File: config.mk
export PLATFORM = sky130hd
export DESIGN_NAME = npcm_cell
export DESIGN_NICKNAME = d
export VERILOG_FILES = /design/src/nearest_palette_color_mapper_core_defines.svh /design/src/npcm_pkg.sv /design/src/npcm_cell.sv
export SDC_FILE = /design/constraint.sdc
export NUM_CORES = 1
export LEC_CHECK = 0
export ABC_AREA = 1
export BUFFER_PORTS_ARGS = -buffer_cell sky130_fd_sc_hd__buf_4
export CORE_ASPECT_RATIO = 1.25
export CORE_UTILIZATION = 50
export CTS_BUF_LIST = sky130_fd_sc_hd__clkbuf_8 sky130_fd_sc_hd__clkbuf_16
export DETAILED_ROUTE_END_ITERATION = 8
export GPL_TIMING_DRIVEN = 0
export PLACE_DENSITY = 0.76
export SYNTH_ARGS = -nofsm -noshare
export SYNTH_HDL_FRONTEND = slang
export SYNTH_SLANG_ARGS = --single-unit
File: constraint.sdc
create_clock -name clk -period 20.3 [get_ports clk]
set_input_delay 6.09 -clock clk [delete_from_list [all_inputs] [get_ports clk]]
set_output_delay 6.09 -clock clk [all_outputs]
set_load 0.01 [all_outputs]
File: src/nearest_palette_color_mapper_core_defines.svh
// assertion macros for the palette mapper rtl
// no dependencies; included by the top level, which carries the concurrent checks
`ifndef NEAREST_PALETTE_COLOR_MAPPER_CORE_DEFINES_SVH
`define NEAREST_PALETTE_COLOR_MAPPER_CORE_DEFINES_SVH

// same-cycle implication, checked outside reset
`define NPCM_ASSERT_IMP(label, clk, rst_n, ante, cons) \
    label: assert property (@(posedge clk) disable iff (!rst_n) (ante) |-> (cons)) \
        else $error("same-cycle check failed");

// next-cycle implication, checked outside reset
`define NPCM_ASSERT_NEXT(label, clk, rst_n, ante, cons) \
    label: assert property (@(posedge clk) disable iff (!rst_n) (ante) |=> (cons)) \
        else $error("next-cycle check failed");

`endif

File: src/npcm_pkg.sv
// shared types, constants and helpers for the palette mapper
// no dependencies; imported by every module of the block
package npcm_pkg;

    localparam int PALETTE_DEPTH = 256;
    localparam int CNT_W         = $clog2(PALETTE_DEPTH + 1);
    localparam int COUNT_W       = 9;
    localparam int COMP_W        = 8;
    localparam int INDEX_W       = 8;
    localparam int SQ_W          = 2 * COMP_W;
    localparam int DIST_W        = SQ_W + 2;

    localparam logic [DIST_W-1:0] DIST_INF = '1;

    typedef enum logic
    {
        CMD_WRITE = 1'b0,
        CMD_PIXEL = 1'b1
    } cmd_t;

    typedef struct packed
    {
        cmd_t               command;
        logic [INDEX_W-1:0] entry_index;
        logic [COMP_W-1:0]  red;
        logic [COMP_W-1:0]  green;
        logic [COMP_W-1:0]  blue;
    } request_t;

    typedef struct packed
    {
        logic [COMP_W-1:0]  out_red;
        logic [COMP_W-1:0]  out_green;
        logic [COMP_W-1:0]  out_blue;
        logic [INDEX_W-1:0] chosen_index;
    } result_t;

    typedef struct packed
    {
        logic [COMP_W-1:0] red;
        logic [COMP_W-1:0] green;
        logic [COMP_W-1:0] blue;
    } color_t;

    // item as it moves down the cell chain, with the running best match
    typedef struct packed
    {
        cmd_t               command;
        logic [INDEX_W-1:0] entry_index;
        color_t             pixel;
        logic [DIST_W-1:0]  best_dist;
        logic [INDEX_W-1:0] best_index;
        color_t             best_color;
    } chain_t;

    function automatic logic [SQ_W-1:0] sq_diff(input logic [COMP_W-1:0] a,
                                                input logic [COMP_W-1:0] b);
        logic [COMP_W-1:0] d;
        begin
            d = (a > b) ? (a - b) : (b - a);
            return SQ_W'(d) * SQ_W'(d);
        end
    endfunction

endpackage

File: src/npcm_cell.sv
// one palette cell: holds one entry, takes entry writes, updates the best match
// depends on npcm_pkg
module npcm_cell
    import npcm_pkg::*;
(
    input  logic               clk,
    input  logic               rst_n,
    input  logic               advance,
    input  logic [CNT_W-1:0]   cell_index,
    input  logic [COUNT_W-1:0] palette_entries,
    input  logic               prev_valid,
    input  chain_t             prev_data,
    output logic               next_valid,
    output chain_t             next_data
);

    color_t            entry_reg;
    color_t            entry_next;
    logic              valid_reg;
    logic              valid_next;
    chain_t            data_reg;
    chain_t            data_next;
    logic              active;
    logic              is_first;
    logic              closer;
    logic              write_hit;
    logic [DIST_W-1:0] entry_dist;

    always_comb
    begin
        active     = 32'(cell_index) < 32'(palette_entries);
        is_first   = (cell_index == '0);
        entry_dist = DIST_W'(sq_diff(prev_data.pixel.red, entry_reg.red))
                   + DIST_W'(sq_diff(prev_data.pixel.green, entry_reg.green))
                   + DIST_W'(sq_diff(prev_data.pixel.blue, entry_reg.blue));
        // strict compare keeps the lowest index on ties
        closer     = active && (entry_dist < prev_data.best_dist);
        write_hit  = prev_valid && (prev_data.command == CMD_WRITE)
                   && (32'(prev_data.entry_index) == 32'(cell_index));

        entry_next = write_hit ? prev_data.pixel : entry_reg;
        valid_next = prev_valid;
        data_next  = prev_data;
        if (prev_data.command == CMD_PIXEL)
        begin
            // first cell seeds the search, so an empty palette yields entry 0
            if (is_first)
            begin
                data_next.best_color = entry_reg;
                data_next.best_index = INDEX_W'(cell_index);
                data_next.best_dist  = active ? entry_dist : DIST_INF;
            end
            else if (closer)
            begin
                data_next.best_color = entry_reg;
                data_next.best_index = INDEX_W'(cell_index);
                data_next.best_dist  = entry_dist;
            end
        end
    end

    always_ff @(posedge clk or negedge rst_n)
    begin
        if (!rst_n)
        begin
            valid_reg <= 1'b0;
            entry_reg <= '0;
        end
        else if (advance)
        begin
            valid_reg <= valid_next;
            entry_reg <= entry_next;
        end
    end

    always_ff @(posedge clk)
    begin
        if (advance)
        begin
            data_reg <= data_next;
        end
    end

    assign next_valid = valid_reg;
    assign next_data  = data_reg;

endmodule

* Word level (Yosys, flattened, before mapping)
Index checks and enable logic that the tools add are counted.
** Word-level totals
- Flip-flop bits (word level) :: 108
- Output and inout port bits :: 84
- Word-level logic and storage cells :: 44
** Cells by class
- Add/sub/neg operators :: 8
- $mul :: 3
- $lt $le $gt $ge :: 5
- Eq/ne operators :: 1
- Multiplexer cells :: 7
- Bitwise logic cells :: 1
- Reduce and logical (&&, ||, !) cells :: 5
** Operator list (number)
- 50-bit two-way mux :: 3
- 8-bit by 8-bit multiplier with 16-bit output :: 3
- 8-bit subtractor :: 6
- 8-bit greater-than comparator :: 3
- 8-bit two-way mux :: 3
- 17-bit by 16-bit adder with 18-bit output :: 1
- 18-bit < comparator :: 1
- 18-bit two-way mux :: 1
- 16-bit by 16-bit adder with 17-bit output :: 1
- 8-bit by 9-bit equality test with 1-bit output :: 1
- 9-bit zero test :: 1
- 9-bit < comparator :: 1
- 1-bit logical AND :: 3
- 2-bit AND reduction :: 1
- 1-bit NOT :: 1

* Longest topological paths before layout
Gate-level depths: netlist of run 1.
- Depth in word-level cells :: 10
- Depth in mapped cells :: 50
- Mapped depth without buffers :: 49

* Least setup slack after synthesis of run 1
No wires, ideal clock.
- Kind :: input to register
- Start point :: input prev_data[66] in the netlist's numbering
- End point :: register data_reg, in the netlist next_data[25], data pin
- Arrival :: 13.814 ns
- Path slack :: 6.232 ns
- Cell stages on the path :: 44
- Path through :: inv_1 ha_1 inv_1 fa_1 nand3_1 nand2_1 nand2_1 nand3_2 nand2_4 inv_4 nand2_1 nand2_2 nor2_2 inv_1 fa_1 inv_1 fa_1 inv_1 [8 not listed] ha_1 or2_2 nand3_1 nand2_1 nand3_1 nand3b_1 nand2_1 inv_1 ha_1 a21oi_1 o21ai_1 nor2_1 nand3_4 nand2_4 nand2_4 buf_6 nand2_1 o21ai_2
** RTL lines
- start, declared :: RTL line npcm_cell.sv:12 : input chain_t prev_data,
- end signal, assigned :: RTL line npcm_cell.sv:80 : data_reg <= data_next;
- end, declared :: RTL line npcm_cell.sv:21 : chain_t data_reg;

==> run metrics, run 1 <==
status=finished clean; antenna viol nets, final=0; GR Overflow Total=0; Slew HR=27.7%; drt via density=~5.0; Cell variety after synth=42; CTS Buffer Depth=2; fmax=approximately 68 MHz; Setup Fix Bufs, Post-CTS=0; fillcell total=roughly 2,300; sequential cell area=roughly 0.0031 mm²; die area=0.0276 mm²; post-layout util=between 50 and 60%; most frequent cell on the critical path=inv_1; Seq/Total Area, Yosys=~23%; core footprint=around 0.026 mm²; TritonRoute pass-1 iters=5; Post-synth EDFFs=between 80 and 90; R2R Setup Slk=~11 ns; Post-Synthesis Cells=1,593; Slew @ Worst Pin=1.08 ns; IO buf count=approximately 190; # clock sinks=between 100 and 150; CTS tree=built; Synth Cell Area=between 0.01 and 0.015 mm²; clk_skew=between 0.01 and 0.015 ns; kind of end point of the critical path=flop; Layout area overhead=16.0%; critical path launch point type=input pin; htree depth=3; std cell rows=66; I/O pin count=roughly 190; max-cap check violation count=0; Finished Layout Cells=approximately 2,100; worst-path maximum fanout=10; clock root buffer master=clkbuf_16; count leader, synth=inv_1; Slew Viols, Final=0; Initial Util=51.3%; Reg clk slew, reported paths=~0.07 ns; Num CTS Buffers=9; die height=between 150 and 200 µm; first-pass GRT wire length=between 50,000 and 60,000 µm; Period Utilization, post-route=around 73%; Final Hold Fails=0; Hold-fix buffers, CTS=0; layout cell share with drive strength beyond 1=between 10% and 20%; Final Net Count=about 2,200; Worst-Skew Late Latency=around 0.38 ns; vias in the first global route=between 10,000 and 15,000; Vias=between 10,000 and 15,000; ys async rst share=23.1%; Ys Warns=0; synth top area cells=fa_1 21%, edfxtp_1 18%, ha_1 14%; HP Class=flop to flop; post-route cell area=around 0.016 mm²; Residual DRC=0; GRT Util Overall=approximately a quarter; detailed-route wire length per cell=around 15 µm; final setup fails=0; setup_tns=0 ns; RSZ-0062 raised after global routing=false; diodes inserted=0; largest net degree at the start of global routing=86; Multi-input gate area=0.00865 mm²; Setup CP Type=input pin to flop; dpl hpwl=roughly 26,000 µm; syn_area_per_cell=about 8.5 µm²; max FFs per register=83; WP data arrival=approximately 15 ns; Req. time, crit path=20.41 ns; top cell type's share of synthesized area=between 20% and 30%; RD Place Congestion=around 0.88; placed cells=roughly 2,100; dpl cell area=~0.015 mm²; initial DRC count=570; Mapped Nets=1,985; slowest CP cell=fa_1; cts repair resizes=0; Worst path max stage delay=0.57 ns; initial antenna violation count=0; Primary FF master, synth=edfxtp_1; cell taking the most area after synthesis=fa_1; Tmin final=roughly 15 ns; synth cell count leaders=365 x inv_1, 310 x nand2_1, 149 x ha_1; die width=between 100 and 150 µm; final WL=~31,000 µm; synthesis-stage register bit count=108
==> final timing paths <==
| kind | start | depth (start not counted) | endpoint |
|---|---|---|---|
| min in group asynchronous | rst_n | 1 | entry_reg[4] |
| hold reg to reg | entry_reg[7] | 2 | entry_reg[7] |
| hold / removal | entry_reg[7] | 2 | entry_reg[7] |
| setup reg to reg | entry_reg[16] | 45 | next_data[7] |
| setup / recovery | prev_data[66] | 45 | next_data[7] |
| max in group asynchronous | rst_n | 1 | entry_reg[15] |
==> metal layers <==
| layer | GRT usage [%] | share of wire [%] |
|---|---|---|
| met4 | 9.02 | 2.7 |
| met3 | 1.99 | 3.5 |
| met2 | 43.6 | 53 |
| met5 | 0 | 0 |
| met1 | 28.5 | 41 |
==> worst max-delay path, delay by kind of cell <==
family / cells / cell delay (ns)
AOI/OAI and AO/OA: 3 / 0.32
buffers and inverters: 12 / 0.96
adders and majority gates: 11 / 4.93
and+or+nand+nor: 19 / 2.60
==> kinds of logic (layout without fill, tap and decap cells) <==
logic type	count (synthesis)	after routing	synth area share, %
AND/OR/NAND/NOR	566	566	19.0
buffers and inverters	420	624	12.7
adder cells (fa/ha/maj)	287	287	34.3
AO/OA/AOI/OAI	169	169	8.11
flip-flops	108	108	23.1
XOR/XNOR	43	43	2.80
==> cells in the final DEF (no fill, tap or decap), types with 6 or more instances in the layout <==
cell | netlist | final
inv_1 | 365 | 366
xnor2_1 | 14 | 14
nand2_4 | 13 | 13
o21ai_2 | 45 | 45
edfxtp_1 | 83 | 83
nand2_1 | 310 | 310
buf_6 | 10 | 10
clkbuf_16 | 0 | 11
inv_2 | 17 | 17
buf_4 | 9 | 197
ha_1 | 149 | 149
a21oi_1 | 76 | 76
o21ai_1 | 15 | 15
o21ai_0 | 11 | 11
clkbuf_1 | 7 | 7
nor2_4 | 6 | 6
nand2_2 | 18 | 18
buf_2 | 8 | 8
dfrtp_1 | 25 | 25
fa_1 | 138 | 138
nand3_1 | 55 | 55
xor2_1 | 29 | 29
nor2_1 | 121 | 121
nand4_1 | 15 | 15
nor2_2 | 7 | 7
==> cell type report <==
| cell class | instances | area share (%) |
|---|---|---|
| Timing Repair Buffer | 188 | 9.03 |
| Sequential cell | 108 | 20.0 |
| Clock inverter | 4 | 0.168 |
| Inverter | 386 | 9.34 |
| Clock buffer | 12 | 1.85 |
| Buffer | 34 | 1.58 |
| Tap cell | 340 | 2.72 |
| Multi-Input combinational cell | 1065 | 55.4 |
==> per-stage QoR <==
step | hold WS (ns) | setup WS (ns)
after detailed placement | 0.460 | 5.16
after global placement | 0.456 | 5.32
after CTS | 0.476 | 5.55
final | 0.476 | 5.51
after global routing | 0.516 | 4.97
after floorplan | 0.442 | 6.23
Power of run 1 is not shown: default switching activity piles up to over one toggle a cycle in this logic, so the estimate is an artifact.
==> run 2, diff against run 1 <==
--- a/config.mk
+++ b/config.mk
@@ -12,7 +12,7 @@
 export CTS_BUF_LIST = sky130_fd_sc_hd__clkbuf_8 sky130_fd_sc_hd__clkbuf_16
 export DETAILED_ROUTE_END_ITERATION = 8
 export GPL_TIMING_DRIVEN = 0
-export PLACE_DENSITY = 0.76
+export PLACE_DENSITY = 0.79
 export SYNTH_ARGS = -nofsm -noshare
 export SYNTH_HDL_FRONTEND = slang
 export SYNTH_SLANG_ARGS = --single-unit
==> constraint.sdc (replaced) <==
create_clock -name clk -period 11.9 [get_ports clk]
set_input_delay 3.57 -clock clk [delete_from_list [all_inputs] [get_ports clk]]
set_output_delay 3.57 -clock clk [all_outputs]
set_load 0.01 [all_outputs]
==> run 2 against run 1 <==
Effect of this change: worst setup slack lost 5.2 ns; critical path depth is the same; count of clock-buffer cells in the layout shrank 3; clock skew shrank 0.0057 ns; core utilization grew 1.6 points; non-clock buffer count grew 25.
==> run metrics, run 2 (synthesis results as in run 1) <==
core footprint=roughly 0.026 mm²; R2R Setup Slk=~3.2 ns; std cell rows=between 60 and 70; Slew @ Worst Pin=1.11 ns; Reg clk slew, reported paths=around 0.07 ns; commonest cells after routing, fill and taps aside=361 x inv_1, 297 x nand2_1, 222 x buf_4; antenna viol nets, final=0; Period Utilization, post-route=between 90% and 100%; initial DRC count=~600; Hold Startpoint=entry_reg[7]; Final Hold Fails=0; slowest CP cell=fa_1; Slew Viols, Final=0; layout cell share with drive strength beyond 1=23.6%; max FFs per register=83; max-cap check violation count=0; die width=between 100 and 150 µm; Critical Path Start=prev_data[66]; IO buf count=roughly 190; fmax=~87 MHz; die area=0.0276 mm²; worst flop-to-flop path endpoint=next_data[2]; Setup CP Type=input pin to flop; WP data arrival=between 10 and 15 ns; GRT Util Overall=approximately a quarter; post-route cell area=roughly 0.016 mm²; Vias=11,000; Reg-to-Reg Start=entry_reg[16]; final WL=roughly 32,000 µm; path depth of the worst reg2reg path=45; Min-Delay Path Depth=2; critical path launch point type=input pin; final setup fails=0; Layout area overhead=19.2%; CTS Buffer Depth=2; Num CTS Buffers=9; Final Net Count=roughly 2,200; diodes inserted=0; CTS tree=built; RD Place Congestion=about 0.91; GR Overflow Total=0; detailed-route wire length per cell=14.7 µm; status=finished clean; Hold-fix buffers, CTS=0; WHS Endpoint=entry_reg[7]; Residual DRC=0; largest net degree at the start of global routing=86; most frequent cell on the critical path=inv_1; first-pass GRT wire length=about 53,000 µm; clock root buffer master=clkbuf_16; Tmin final=between 10 and 15 ns; TritonRoute pass-1 iters=5; # clock sinks=108; fillcell total=about 2,200; worst-path maximum fanout=10; Worst path max stage delay=0.54 ns; kind of end point of the critical path=flop; I/O pin count=roughly 190; Worst-Skew Late Latency=about 0.36 ns; initial antenna violation count=0; HP Class=flop to flop; vias in the first global route=11,600; dpl cell area=about 0.015 mm²; commonest non-fill, non-tap cell in the layout=inv_1; Req. time, crit path=12.01 ns; htree depth=3; clk_skew=0.00897 ns; Slew HR=~26%; Initial Util=a little over 50%; die height=186 µm; drt via density=5.08; dpl hpwl=around 26,000 µm
run 2: changes by cell type in the layout (fill, tap and decap cells not counted), sizes merged:
cell,before,now
bufinv,0,2
clkbuf,19,16
clkinvlp,0,2
inv,389,388
buf,215,240
run 2: area by class of cell:
class                   count  area (µm²)  share of cell area (%)
inverters                 386        1470                    9.15
clock inverters             7        96.3                   0.600
well taps                 340         425                    2.65
flip-flops and latches    108        3120                    19.4
repair buffers            213        1600                    9.96
multi-input cells        1065        8870                    55.3
plain buffers              34         249                    1.55
clock buffers               9         225                    1.40
run 2: stage by stage:
stage | setup WS [ns] | hold WS (ns) | setup TNS (ns) | utilization, % | instances
finish | 0.351 | 0.489 | 0 | 61.1 | 2162
detailed placement | -0.731 | 0.459 | -33.84 | 58.3 | 2121
CTS | 0.0160 | 0.490 | 0 | 60.0 | 2145
floorplan | 0.352 | 0.442 | 0 | - | 1593
global route | -0.0510 | 0.520 | -0.713 | 61.1 | 2162
global placement | -0.542 | 0.455 | -24.49 | 58.3 | 2121
run 2: worst max-delay path by stage:
stage	end	slack (ns)
2_1_floorplan	next_data[25]	0.35
6_report	next_data[2]	0.35
3_5_place_dp	next_data[7]	-0.73
4_1_cts	next_data[2]	0.02
3_3_place_gp	next_data[2]	-0.54
5_1_grt	next_data[7]	-0.05
run 2: timing repair:
item,CTS,global route
buffers inserted,8,17
pin swaps,6,31
resized for setup,13,52
setup endpoints to repair,50,50
run 2: per-layer routing:
layer / wire length, µm / global-route usage [%] / share of wire (%)
met4: 1090 / 9.96 / 3.4
met5: 0 / 0 / 0
met1: 12500 / 28.2 / 39
met3: 1300 / 1.94 / 4.1
met2: 17000 / 45.1 / 53
run 2: critical path, delay by kind of cell:
family,cells,cell delay (ns)
buffers and inverters,12,0.93
AO/OA/AOI/OAI,3,0.31
adder cells (fa/ha/maj),11,4.69
AND/OR/NAND/NOR,19,2.11
Power of run 2 is left out for the same reason.
