--- config.mk ---
export PLATFORM = sky130hd
export DESIGN_NAME = npcm_out
export DESIGN_NICKNAME = d
export VERILOG_FILES = /design/src/nearest_palette_color_mapper_core_defines.svh /design/src/npcm_pkg.sv /design/src/npcm_out.sv
export SDC_FILE = /design/constraint.sdc
export NUM_CORES = 1
export LEC_CHECK = 0
export ABC_AREA = 1
export BUFFER_PORTS_ARGS = -buffer_cell sky130_fd_sc_hd__buf_2
export CAP_MARGIN = 20
export CORE_MARGIN = 2
export CORE_UTILIZATION = 36
export CTS_BUF_LIST = sky130_fd_sc_hd__clkbuf_4 sky130_fd_sc_hd__clkbuf_8
export DETAILED_ROUTE_END_ITERATION = 16
export GPL_TIMING_DRIVEN = 0
export PLACE_DENSITY = 0.87
export SLEW_MARGIN = 20
export SYNTH_ARGS = -nofsm -noshare
export SYNTH_HDL_FRONTEND = slang
export SYNTH_SLANG_ARGS = --single-unit
--- constraint.sdc ---
create_clock -name clk -period 3.35 [get_ports clk]
set_clock_uncertainty 0.15 [all_clocks]
set_input_delay 0.67 -clock clk [delete_from_list [all_inputs] [get_ports clk]]
set_output_delay 0.67 -clock clk [all_outputs]
set_load 0.03 [all_outputs]
--- src/nearest_palette_color_mapper_core_defines.svh ---
// assertion macros for the palette mapper rtl
// no dependencies; included by the top level, which carries the concurrent checks
`ifndef NEAREST_PALETTE_COLOR_MAPPER_CORE_DEFINES_SVH
`define NEAREST_PALETTE_COLOR_MAPPER_CORE_DEFINES_SVH

// same-cycle implication, checked outside reset
`define NPCM_ASSERT_IMP(label, clk, rst_n, ante, cons) \
    label: assert property (@(posedge clk) disable iff (!rst_n) (ante) |-> (cons)) \
        else $error("same-cycle check failed");

// next-cycle implication, checked outside reset
`define NPCM_ASSERT_NEXT(label, clk, rst_n, ante, cons) \
    label: assert property (@(posedge clk) disable iff (!rst_n) (ante) |=> (cons)) \
        else $error("next-cycle check failed");

`endif

--- src/npcm_pkg.sv ---
// shared types, constants and helpers for the palette mapper
// no dependencies; imported by every module of the block
package npcm_pkg;

    localparam int PALETTE_DEPTH = 256;
    localparam int CNT_W         = $clog2(PALETTE_DEPTH + 1);
    localparam int COUNT_W       = 9;
    localparam int COMP_W        = 8;
    localparam int INDEX_W       = 8;
    localparam int SQ_W          = 2 * COMP_W;
    localparam int DIST_W        = SQ_W + 2;

    localparam logic [DIST_W-1:0] DIST_INF = '1;

    typedef enum logic
    {
        CMD_WRITE = 1'b0,
        CMD_PIXEL = 1'b1
    } cmd_t;

    typedef struct packed
    {
        cmd_t               command;
        logic [INDEX_W-1:0] entry_index;
        logic [COMP_W-1:0]  red;
        logic [COMP_W-1:0]  green;
        logic [COMP_W-1:0]  blue;
    } request_t;

    typedef struct packed
    {
        logic [COMP_W-1:0]  out_red;
        logic [COMP_W-1:0]  out_green;
        logic [COMP_W-1:0]  out_blue;
        logic [INDEX_W-1:0] chosen_index;
    } result_t;

    typedef struct packed
    {
        logic [COMP_W-1:0] red;
        logic [COMP_W-1:0] green;
        logic [COMP_W-1:0] blue;
    } color_t;

    // item as it moves down the cell chain, with the running best match
    typedef struct packed
    {
        cmd_t               command;
        logic [INDEX_W-1:0] entry_index;
        color_t             pixel;
        logic [DIST_W-1:0]  best_dist;
        logic [INDEX_W-1:0] best_index;
        color_t             best_color;
    } chain_t;

    function automatic logic [SQ_W-1:0] sq_diff(input logic [COMP_W-1:0] a,
                                                input logic [COMP_W-1:0] b);
        logic [COMP_W-1:0] d;
        begin
            d = (a > b) ? (a - b) : (b - a);
            return SQ_W'(d) * SQ_W'(d);
        end
    endfunction

endpackage

--- src/npcm_out.sv ---
// result register at the end of the cell chain, drives the chain advance
// depends on npcm_pkg
module npcm_out
    import npcm_pkg::*;
(
    input  logic    clk,
    input  logic    rst_n,
    input  logic    tail_valid,
    input  chain_t  tail_data,
    input  logic    result_stall,
    output logic    advance,
    output logic    result_valid,
    output result_t result
);

    logic    result_valid_reg;
    logic    result_valid_next;
    result_t result_reg;
    result_t result_next;

    always_comb
    begin
        advance           = !result_valid_reg || !result_stall;
        result_valid_next = result_valid_reg;
        result_next       = result_reg;
        if (advance)
        begin
            // entry writes leave the chain without a result
            result_valid_next        = tail_valid && (tail_data.command == CMD_PIXEL);
            result_next.out_red      = tail_data.best_color.red;
            result_next.out_green    = tail_data.best_color.green;
            result_next.out_blue     = tail_data.best_color.blue;
            result_next.chosen_index = tail_data.best_index;
        end
    end

    always_ff @(posedge clk or negedge rst_n)
    begin
        if (!rst_n)
        begin
            result_valid_reg <= 1'b0;
        end
        else
        begin
            result_valid_reg <= result_valid_next;
        end
    end

    always_ff @(posedge clk)
    begin
        result_reg <= result_next;
    end

    assign result_valid = result_valid_reg;
    assign result       = result_reg;

endmodule

==> Yosys cells after proc, flatten, opt, wreduce, memory -nomap -nowiden <==
Cells that the tools add are included.
W data, S select, Z words.
{ "word_totals": {"ff_bits": 33, "latch_bits": 0, "ramBits": 0, "rom_bits": 0, "in_bits": 87, "out_inout_bits": 34, "wordCells": 9, "n_memories": 0} }
{ "classes": {"n_addsub": 0, "n_mul": 0, "div": 0, "order_cmp": 0, "eq_ne": 0, "shifts": 0, "n_mux": 0, "bitwise": 0, "n_reduce_logical": 4} }
{ "ops": {"columns": ["cell", "count"], "rows": [
  ["$logic_not A1 Y1", 2],
  ["$logic_and A1 B1 Y1", 1],
  ["$logic_or A1 B1 Y1", 1]
]} }

==> Logic depth before layout (Yosys ltp) <==
Gate-level depths: netlist of the first run.
{ "depth": {"word_depth": 2, "depth_mapped": 2, "ltp_nobuf": 2} }

==> Worst setup path before layout of the first run <==
OpenSTA, ideal clock, no wires.
{ "synth_timing": {"path_type": "input to output", "from": "input port result_stall", "to": "output port advance", "arrival_ns": 1.184, "required_time_ns": 2.530, "setup_slack_ns": 1.346, "stages": 1, "n_path_buf": 0, "path_cell_list": "nand2_2"} }
{ "synth_via": {"elab_chain_len": 2} }
{ "synth_lines": {"columns": ["item", "line", "text"], "rows": [
  ["start, declared", "npcm_out.sv:10", "input logic result_stall,"],
  ["$logic_not A1 Y1", "npcm_out.sv:23", "advance = !result_valid_reg || !result_stall;"],
  ["$logic_or A1 B1 Y1", "npcm_out.sv:23", null],
  ["end, declared", "npcm_out.sv:11", "output logic advance,"]
]} }
No other way between the ends.

==> Worst setup path in the final report of the first run <==
Same ends and word-level chain as after synthesis.

==> flow_summary_export.csv, run 1 <==
group,metric,value,unit
run_status,status,"completed",
min_path,whs_endpoint,"result[9]$_DFFE_PP_",
detailed_routing,firstDrtPassIters,3,
worst_setup_path,startpoint_type,"input pin",
global_route,overflow,0,
placed_design,gp_congestion,0.657,
detailed_routing,first_iter_violations,17,
global_route,grt_max_degree,35,
yosys,synth_warnings,0,
clock_tree,clock_sinks,33,
timing,slew_headroom,48.6,%
timing,period_minus_slack,2490,ps
timing,finalSetupViolCount,0,
layout,nets,201,
global_route,grtUsageTotal,13.4,%
clock_tree,cts_tree,"done",
placed_design,placedCellCount,137,
clock_tree,ctsLongestPathBuffers,2,
worst_setup_path,cp_slowest_cell,"nand2_2",
min_path,worstHoldStart,"tail_data[1]",
detailed_routing,vias_per_cell,4.29,
layout,largest_reg_flops,32,
worst_setup_path,crit_buf_inv,2,
yosys,syn_inst,36,
floorplan,row_count,19,
pwr,leakage,0.664,nW
placed_design,port_buffers,70,
layout,fin_area,1460,sq um
yosys,seq_area_frac_synth,98.4,%
timing,hold_viol,0,
yosys,avgSynthCellArea,27.8,sq um
clock_tree,clk_pin_slew_worst_paths,100,ps
layout,nFillCells,247,
worst_setup_path,rr_endpoint,"result[20]$_DFFE_PP_",
layout,stdcell_count,146,
min_path,min_path_cells,1,
detailed_routing,dr_wl_met3,275,um
detailed_routing,highest_layer,"met4",
floorplan,floorplan.initialDensity,37.0,%
pwr,ir_drop,0.000394,V
worst_setup_path,cp_cell_sequence,"buf_2 -> nand2_2 -> buf_2",
clock_tree,cts_buffers,5,
timing,final-max-slew-violation-count,0,
detailed_routing,vias,627,
clock_tree,postCtsResizedCells,0,
worst_setup_path,worstRegToRegCells,1,
layout,area_growth,45.3,%
clock_tree,cts_root_buf,"clkbuf_4",
worst_setup_path,path_common_cell,"buf_2",
detailed_routing,ant_nets,0,
floorplan,design.core.area,2710,sq um
floorplan,chipHeight,56.8,um
yosys,synth_seq_cells,33,
layout,post-route-util,53.7,%
global_route,antenna_found_initial,0,
timing,fmax,0.401,GHz
worst_setup_path,slowest_delay,550,ps
worst_setup_path,r2r_slack,1830,ps
worst_setup_path,worstPathArrival,1670,ps
worst_setup_path,cp.required,2530,ps
layout,multi_input_area,16.3,sq um
detailed_routing,wl_per_cell,13.8,um
clock_tree,clock_latency,330,ps
timing,fin_crit_sh,74.4,%
job,max-cap-violations,0,
detailed_routing,wl_met2,1.07,mm
global_route,grt_pass1_wl,2.92,mm
floorplan,design.die.area,3220,sq um
pwr,cellPowerDensity,575,nW/um^2
layout,drive_gt1_share,69.6,%
placed_design,place_area,1390,sq um
timing,worst_slew_pin_slew,768,ps
layout,regArea,986,sq um
worst_setup_path,crit_path_max_fanout,34,
detailed_routing,drc_errors,0,
timing,tns,0,ps
yosys,syn_nets,123,
yosys,synth.distinct_cells,4,
layout,n_antenna_cell,0,
worst_setup_path,cp-end-kind,"primary output",
floorplan,die_w,56.8,um
floorplan,pin_count,121,
worst_setup_path,r2r-start,"result_valid$_DFFE_PN0P_",
worst_setup_path,crit_type,"input pin to primary output",
timing,rsz0062_at_grt,"no",
timing,hold_ws,352,ps
detailed_routing,m1WireLength,630,um
min_path,hold_path_class,"input pin to register",
timing,setup_ws,857,ps
placed_design,place_ws,842,ps
detailed_routing,drt_wl_total,2.01,mm
yosys,synth_area,1000,sq um
clock_tree,htree_num_levels,2,
pwr,total_power,0.838,mW
global_route,grt_pass1_vias,649,
worst_setup_path,path_delay_family,"simple AND/OR/NAND/NOR gates",
[kinds of logic (layout without fill, tap and decap cells)]
| group | Yosys count | count (layout) | share of synthesized area, % |
|---|---|---|---|
| flip-flops | 33 | 33 | 98.4 |
| AND/OR/NAND/NOR | 3 | 3 | 1.62 |
| buffers and inverters | 0 | 79 | 0 |
[placed cells by master (no fill, tap or decap), drive strengths merged]
| master | Yosys | layout |
|---|---|---|
| buf | 0 | 70 |
| clkbuf | 0 | 6 |
| clkinv | 0 | 2 |
| dfrtp | 1 | 1 |
| dlygate4sd3 | 0 | 1 |
| edfxtp | 32 | 32 |
| nand2 | 3 | 3 |
[report_power, final]
group	internal, mW	leakage [nW]	total [mW]	switching (mW)
registers	0.489	0.341	0.496	0.00773
logic	0.0364	0.288	0.126	0.0897
clock network	0.0879	0.0354	0.215	0.127
total	0.613	0.664	0.838	0.225
[synth_stat cells (all sizes together)]
cell | count | area [sq um]
nand2 | 3 | 16.3
dfrtp | 1 | 25.0
edfxtp | 32 | 961
[metal layers]
| layer | up-vias | global-route usage (%) |
|---|---|---|
| met2 | 46 | 23.1 |
| met1 | 279 | 11.2 |
| met3 | 5 | 7.37 |
| met5 | - | 0 |
| met4 | 0 | 9.97 |
| li1 | 297 | - |
[cell type report]
type                            instances  area share, %
Sequential cell                        33           67.7
Clock inverter                          2          0.687
Multi-Input combinational cell          3           1.12
Tap cell                               31           2.66
Clock buffer                            6           3.09
Timing Repair Buffer                   71           24.7
[worst max-delay path by stage]
stage                                   from  endpoint  slack (ps)  cells past startpoint
finish                          result_stall   advance         860                      3
global route        result_valid$_DFFE_PN0P_   advance         760                      2
CTS                 result_valid$_DFFE_PN0P_   advance         830                      2
detailed placement              result_stall   advance         840                      3
global placement                result_stall   advance         890                      3
floorplan                       result_stall   advance        1350                      1
[timing repair]
action | CTS | global route
endpoints found under the hold margin | 1 | 0
buffers inserted | 0 | 0
hold buffers | 1 | 0
Power figures use the tool's default switching activity.
==> run 2, diff against run 1 <==
ABC_AREA = 0   (was 1)
CORE_UTILIZATION = 30   (was 36)
PLACE_DENSITY = 0.78   (was 0.87)
clock period = 2 ns   (was 3.35 ns; I/O delays follow)
==> run 2 against run 1 <==
First-iteration DRC count up 41%; critical endpoint unchanged; non-clock buffer count did not move; clock-buffer cell count is 2 higher; routed wire length shrank 2.6%; critical path type is now register to primary output.
==> flow_summary_export.csv, run 2 <==
group,metric,value,unit
yosys,yosysMostFrequentCell,"edfxtp_1",
worst_setup_path,r2r_slack,810,ps
global_route,overflow,0,
layout,n_antenna_cell,0,
yosys,async_flop_share,3.03,%
pwr,p_seq_share,57.7,%
floorplan,floorplan.initialDensity,32.2,%
global_route,grt_pass1_wl,2.78,mm
yosys,synthSimpleGateAreaFrac,0.376,%
floorplan,design.die.area,3810,sq um
min_path,hold_path_class,"input pin to register",
worst_setup_path,cp_slowest_cell,"dfrtp_1",
detailed_routing,drt_wl_total,1.96,mm
job,max-cap-violations,0,
worst_setup_path,crit_type,"register to primary output",
worst_setup_path,worstPathArrival,1280,ps
pwr,power_frac_comb,14.9,%
clock_tree,ctsLongestPathBuffers,2,
global_route,antenna_found_initial,0,
worst_setup_path,slowest_delay,460,ps
yosys,seq_area_frac_synth,98.7,%
worst_setup_path,cp.required,1450,ps
timing,hold_viol,0,
timing,slew_headroom,82.9,%
placed_design,place_ws,52.4,ps
worst_setup_path,rr_endpoint,"result[18]$_DFFE_PP_",
worst_setup_path,cp-end-kind,"primary output",
detailed_routing,drc_errors,0,
timing,fmax,0.546,GHz
run_status,status,"completed",
worst_setup_path,r2r-start,"result_valid$_DFFE_PN0P_",
yosys,synth_edf_count,32,
pwr,p_int,1.08,mW
detailed_routing,ant_nets,0,
layout,largest_reg_flops,32,
floorplan,design.core.area,3100,sq um
yosys,synth_area,998,sq um
pwr,ir_drop,0.000487,V
yosys,synth_top_cells_by_count,"edfxtp_1 (32), a22o_1 (1), dfrtp_1 (1), nand2_1 (1)",
yosys,synth.distinct_cells,4,
layout,multi_input_area,28.8,sq um
layout,fin_area,1500,sq um
timing,rsz0062_at_grt,"no",
yosys,syn_inst,35,
clock_tree,cts_buffers,5,
pwr,clockPowerShare,27.4,%
layout,regArea,986,sq um
layout,nets,200,
detailed_routing,firstDrtPassIters,4,
detailed_routing,wl_per_cell,12.4,um
worst_setup_path,startpoint_type,"register",
yosys,synth_top_family_by_area,"compound AO/OA/AOI/OAI gates",
yosys,synth_area_leader_cell,"edfxtp_1",
clock_tree,htree_num_levels,2,
global_route,grtUsageTotal,10.5,%
global_route,grt_pass1_vias,707,
detailed_routing,first_iter_violations,24,
layout,drive_gt1_share,69.3,%
placed_design,hpwl,1.51,mm
worst_setup_path,crit_end,"advance",
timing,fin_crit_sh,91.5,%
global_route,grt_max_degree,34,
yosys,synth_adder_area_share,0,%
pwr,p_sw_share,25.0,%
clock_tree,clock_latency,310,ps
detailed_routing,vias,636,
clock_tree,cts_root_buf,"clkbuf_4",
worst_setup_path,crit_start,"result_valid$_DFFE_PN0P_",
detailed_routing,vias_per_cell,4.03,
yosys,synth_seq_cells,33,
placed_design,port_buffers,70,
clock_tree,post-cts-setup-buffers,0,
timing,final-max-slew-violation-count,0,
yosys,synth-xor-area-share,0,%
layout,mostFrequentLayoutCell,"buf_2",
floorplan,row_count,20,
floorplan,die_w,61.7,um
clock_tree,clk_pin_slew_worst_paths,100,ps
worst_setup_path,cp_cell_sequence,"nand2_8 -> buf_2",
placed_design,place_area,1410,sq um
layout,area_growth,49.9,%
pwr,leakage,0.667,nW
floorplan,chipHeight,61.7,um
yosys,synthTopCellsByArea,"edfxtp_1 (96%), dfrtp_1 (2.5%), a22o_1 (0.88%)",
layout,nFillCells,292,
yosys,ys.flop_type,"edfxtp_1",
yosys,avgSynthCellArea,28.5,sq um
timing,finalSetupViolCount,0,
clock_tree,clock_sinks,33,
placed_design,gp_congestion,0.657,
worst_setup_path,crit_path_max_fanout,33,
yosys,synth_mux_area_share,0,%
pwr,switching_power,0.360,mW
timing,setup_ws,170,ps
yosys,synth_warnings,0,
yosys,synth_top_area_share,96.2,%
timing,period_minus_slack,1830,ps
yosys,syn_nets,122,
clock_tree,cts_tree,"done",
floorplan,pin_count,121,
layout,layout_common_cells,"buf_2 (70), edfxtp_1 (32), clkbuf_4 (7)",
yosys,synth_compound_area_share,0.877,%
pwr,cellPowerDensity,963,nW/um^2
timing,worst_slew_pin_slew,256,ps
worst_setup_path,worstRegToRegCells,1,
==> run 2: area by class of cell <==
class	count	area share, %
flip-flops and latches	33	65.9
repair buffers	71	24.1
clock buffers	8	4.43
well taps	44	3.68
multi-input cells	2	1.92
==> run 2: timing repair <==
action                                 in CTS  in global routing
endpoints found under the hold margin       1                  0
setup endpoints to repair                   1                  1
resized for setup                           1                  1
hold buffers                                1                  0
pin swaps                                   0                  0
==> run 2: worst max-delay path, delay by kind of cell (launching register included) <==
family	cells	cell delay, ps
buffers and inverters	1	250
flip-flops	1	460
AND/OR/NAND/NOR	1	250
==> run 2: cells by family (layout without fill, tap and decap cells) <==
logic type | Yosys count | in the layout
DFF | 33 | 33
and+or+nand+nor | 1 | 1
buffers and inverters | 0 | 79
AOI/OAI and AO/OA | 1 | 1
==> run 2: stage by stage <==
step | total power, mW | utilization (%) | setup TNS [ps] | instances | hold slack, ps
final | 1.44 | 48.2 | 0 | 158 | 104
after global routing | 1.51 | 48.2 | 0 | 158 | 71.0
after detailed placement | 1.06 | 45.3 | 0 | 149 | 29.5
after global placement | 1.05 | 45.2 | -361 | 149 | 25.8
after CTS | 1.46 | 47.9 | 0 | 158 | 86.1
after floorplan | 0.974 | - | 0 | 35 | -45.6
==> run 2: per-layer routing <==
layer / vias to the layer above / routed length, um / global-route usage [%]
met4: 0 / 14 / 5.47
li1: 297 / - / -
met2: 46 / 989 / 17.6
met3: 2 / 215 / 4.14
met5: - / 0 / 0
met1: 291 / 740 / 11.6
==> run 2: how the worst min path moves through the flow <==
stage,start,endpoint,cells after the start
2_1_floorplan,rst_n,result_valid$_DFFE_PN0P_,0
3_3_place_gp,rst_n,result_valid$_DFFE_PN0P_,1
3_5_place_dp,rst_n,result_valid$_DFFE_PN0P_,1
4_1_cts,tail_data[18],result[26]$_DFFE_PP_,1
5_1_grt,tail_data[18],result[26]$_DFFE_PP_,1
6_report,tail_data[18],result[26]$_DFFE_PP_,1
==> run 2: power groups by stage <==
stage	Combinational, mW	Sequential (mW)	Clock (mW)
finish	0.214	0.832	0.395
global placement	0.209	0.846	0
global route	0.227	0.839	0.447
detailed placement	0.212	0.848	0
floorplan	0.0161	0.957	0
CTS	0.215	0.832	0.414
==> run 3, diff against run 2 <==
ABC_AREA = 1   (was 0)
CAP_MARGIN = 30   (was 20)
==> run 3 against run 2 <==
Sequential cell count unchanged; cell area down 0.33%; clock-buffer cell count unchanged; global-route usage is 0.52 points higher; sequential power about the same; final cell count increased by 0.63%; clock power decreased by 4%; total power shrank 1.2%; register-to-register slack gained 20 ps; combinational power barely moved; sequential share of layout area grew 0.22 points; worst hold slack worse by 4.1 ps; critical path type unchanged; largest cell class unchanged.
==> flow_summary_export.csv, run 3 (synthesis results as in run 1) <==
group,metric,value,unit
run_status,status,"completed",
timing,rsz0062_at_grt,"no",
detailed_routing,vias,619,
worst_setup_path,worstRegToRegCells,1,
layout,area_growth,48.8,%
detailed_routing,vias_per_cell,3.89,
timing,final-max-slew-violation-count,0,
global_route,grt_pass1_wl,2.77,mm
detailed_routing,drc_errors,0,
layout,layout_common_cells,"buf_2 (70), edfxtp_1 (32), clkbuf_4 (8)",
floorplan,die_w,61.8,um
clock_tree,ctsLongestPathBuffers,2,
layout,post-route-util,47.7,%
placed_design,port_buffers,70,
worst_setup_path,cp_cell_sequence,"nand2_8 -> buf_2",
timing,period_minus_slack,1820,ps
worst_setup_path,crit_start,"result_valid$_DFFE_PN0P_",
clock_tree,cts_tree,"done",
floorplan,design.die.area,3820,sq um
pwr,leakage,0.667,nW
worst_setup_path,r2r-start,"result_valid$_DFFE_PN0P_",
floorplan,floorplan.initialDensity,32.0,%
worst_setup_path,slowest_delay,450,ps
placed_design,gp_congestion,0.663,
clock_tree,clock_sinks,33,
timing,fmax,0.550,GHz
layout,nFillCells,300,
worst_setup_path,cp_slowest_cell,"dfrtp_1",
layout,nets,201,
global_route,grt_pass1_vias,660,
global_route,grt_max_degree,35,
layout,largest_reg_flops,32,
floorplan,pin_count,121,
worst_setup_path,crit_end,"advance",
timing,fin_crit_sh,91.0,%
floorplan,design.core.area,3130,sq um
global_route,grtUsageTotal,11.0,%
clock_tree,clock_latency,320,ps
floorplan,row_count,20,
timing,worst_slew_pin_slew,257,ps
timing,tns,0,ps
min_path,hold_path_class,"input pin to register",
global_route,antenna_found_initial,0,
worst_setup_path,cp-end-kind,"primary output",
clock_tree,cts_buffers,5,
job,max-cap-violations,0,
timing,slew_headroom,82.8,%
global_route,overflow,0,
detailed_routing,ant_nets,0,
pwr,total_power,1.42,mW
worst_setup_path,crit_type,"register to primary output",
pwr,ir_drop,0.000496,V
timing,finalSetupViolCount,0,
timing,hold_ws,100,ps
clock_tree,cts_root_buf,"clkbuf_4",
detailed_routing,wl_per_cell,12.1,um
worst_setup_path,r2r_slack,830,ps
layout,n_antenna_cell,0,
detailed_routing,firstDrtPassIters,4,
worst_setup_path,crit_path_max_fanout,34,
worst_setup_path,rr_endpoint,"result[11]$_DFFE_PP_",
detailed_routing,first_iter_violations,28,
timing,hold_viol,0,
layout,drive_gt1_share,69.6,%
floorplan,chipHeight,61.8,um
clock_tree,clk_pin_slew_worst_paths,90,ps
detailed_routing,drt_wl_total,1.92,mm
pwr,cellPowerDensity,955,nW/um^2
worst_setup_path,worstPathArrival,1270,ps
worst_setup_path,startpoint_type,"register",
worst_setup_path,cp.required,1450,ps
layout,mostFrequentLayoutCell,"buf_2",
clock_tree,htree_num_levels,2,
run 3: per-layer routing:
metal,vias up,global-route usage [%],routed length [um]
li1,297,-,-
met1,272,9.66,644
met2,48,17.3,940
met3,2,10.6,330
met4,0,4.56,8
met5,-,0,0
run 3: worst max-delay path: cells and delay by family (launching register included):
family	cells	cell delay [ps]
AND/OR/NAND/NOR	1	250
buffers and inverters	1	250
flip-flops	1	450
run 3: how the worst min path moves through the flow:
stage,start,to,slack (ps),cells past startpoint
5_1_grt,tail_data[28],result[4]$_DFFE_PP_,50,1
3_3_place_gp,rst_n,result_valid$_DFFE_PN0P_,30,1
2_1_floorplan,rst_n,result_valid$_DFFE_PN0P_,-50,0
6_report,tail_data[28],result[4]$_DFFE_PP_,100,1
4_1_cts,tail_data[28],result[4]$_DFFE_PP_,80,1
3_5_place_dp,rst_n,result_valid$_DFFE_PN0P_,30,1
run 3: metrics by stage:
stage,std cells,setup slack [ps],cell area (sq um)
finish,159,181,1490
global route,159,83.0,1490
CTS,159,33.9,1480
detailed placement,150,30.0,1410
global placement,150,71.3,1410
floorplan,36,384,1000
run 3: cell type report:
type                            instances  area, sq um  area share [%]
Timing Repair Buffer                   71          360            24.2
Sequential cell                        33          986            66.1
Tap cell                               44         55.1            3.69
Multi-Input combinational cell          3         30.0            2.01
Clock buffer                            8         60.1            4.03
run 3: power breakdown:
group	total (mW)	internal, mW	leakage [nW]	switching, mW
clock network	0.380	0.181	0.0368	0.200
registers	0.831	0.818	0.341	0.0136
logic	0.213	0.0625	0.290	0.150
run 3: what timing repair did:
item / in CTS / in global routing
endpoints found under the hold margin: 1 / 0
buffers inserted: 0 / 0
gates resized for setup: 1 / 1
setup endpoints to repair: 1 / 1
hold buffers: 1 / 0
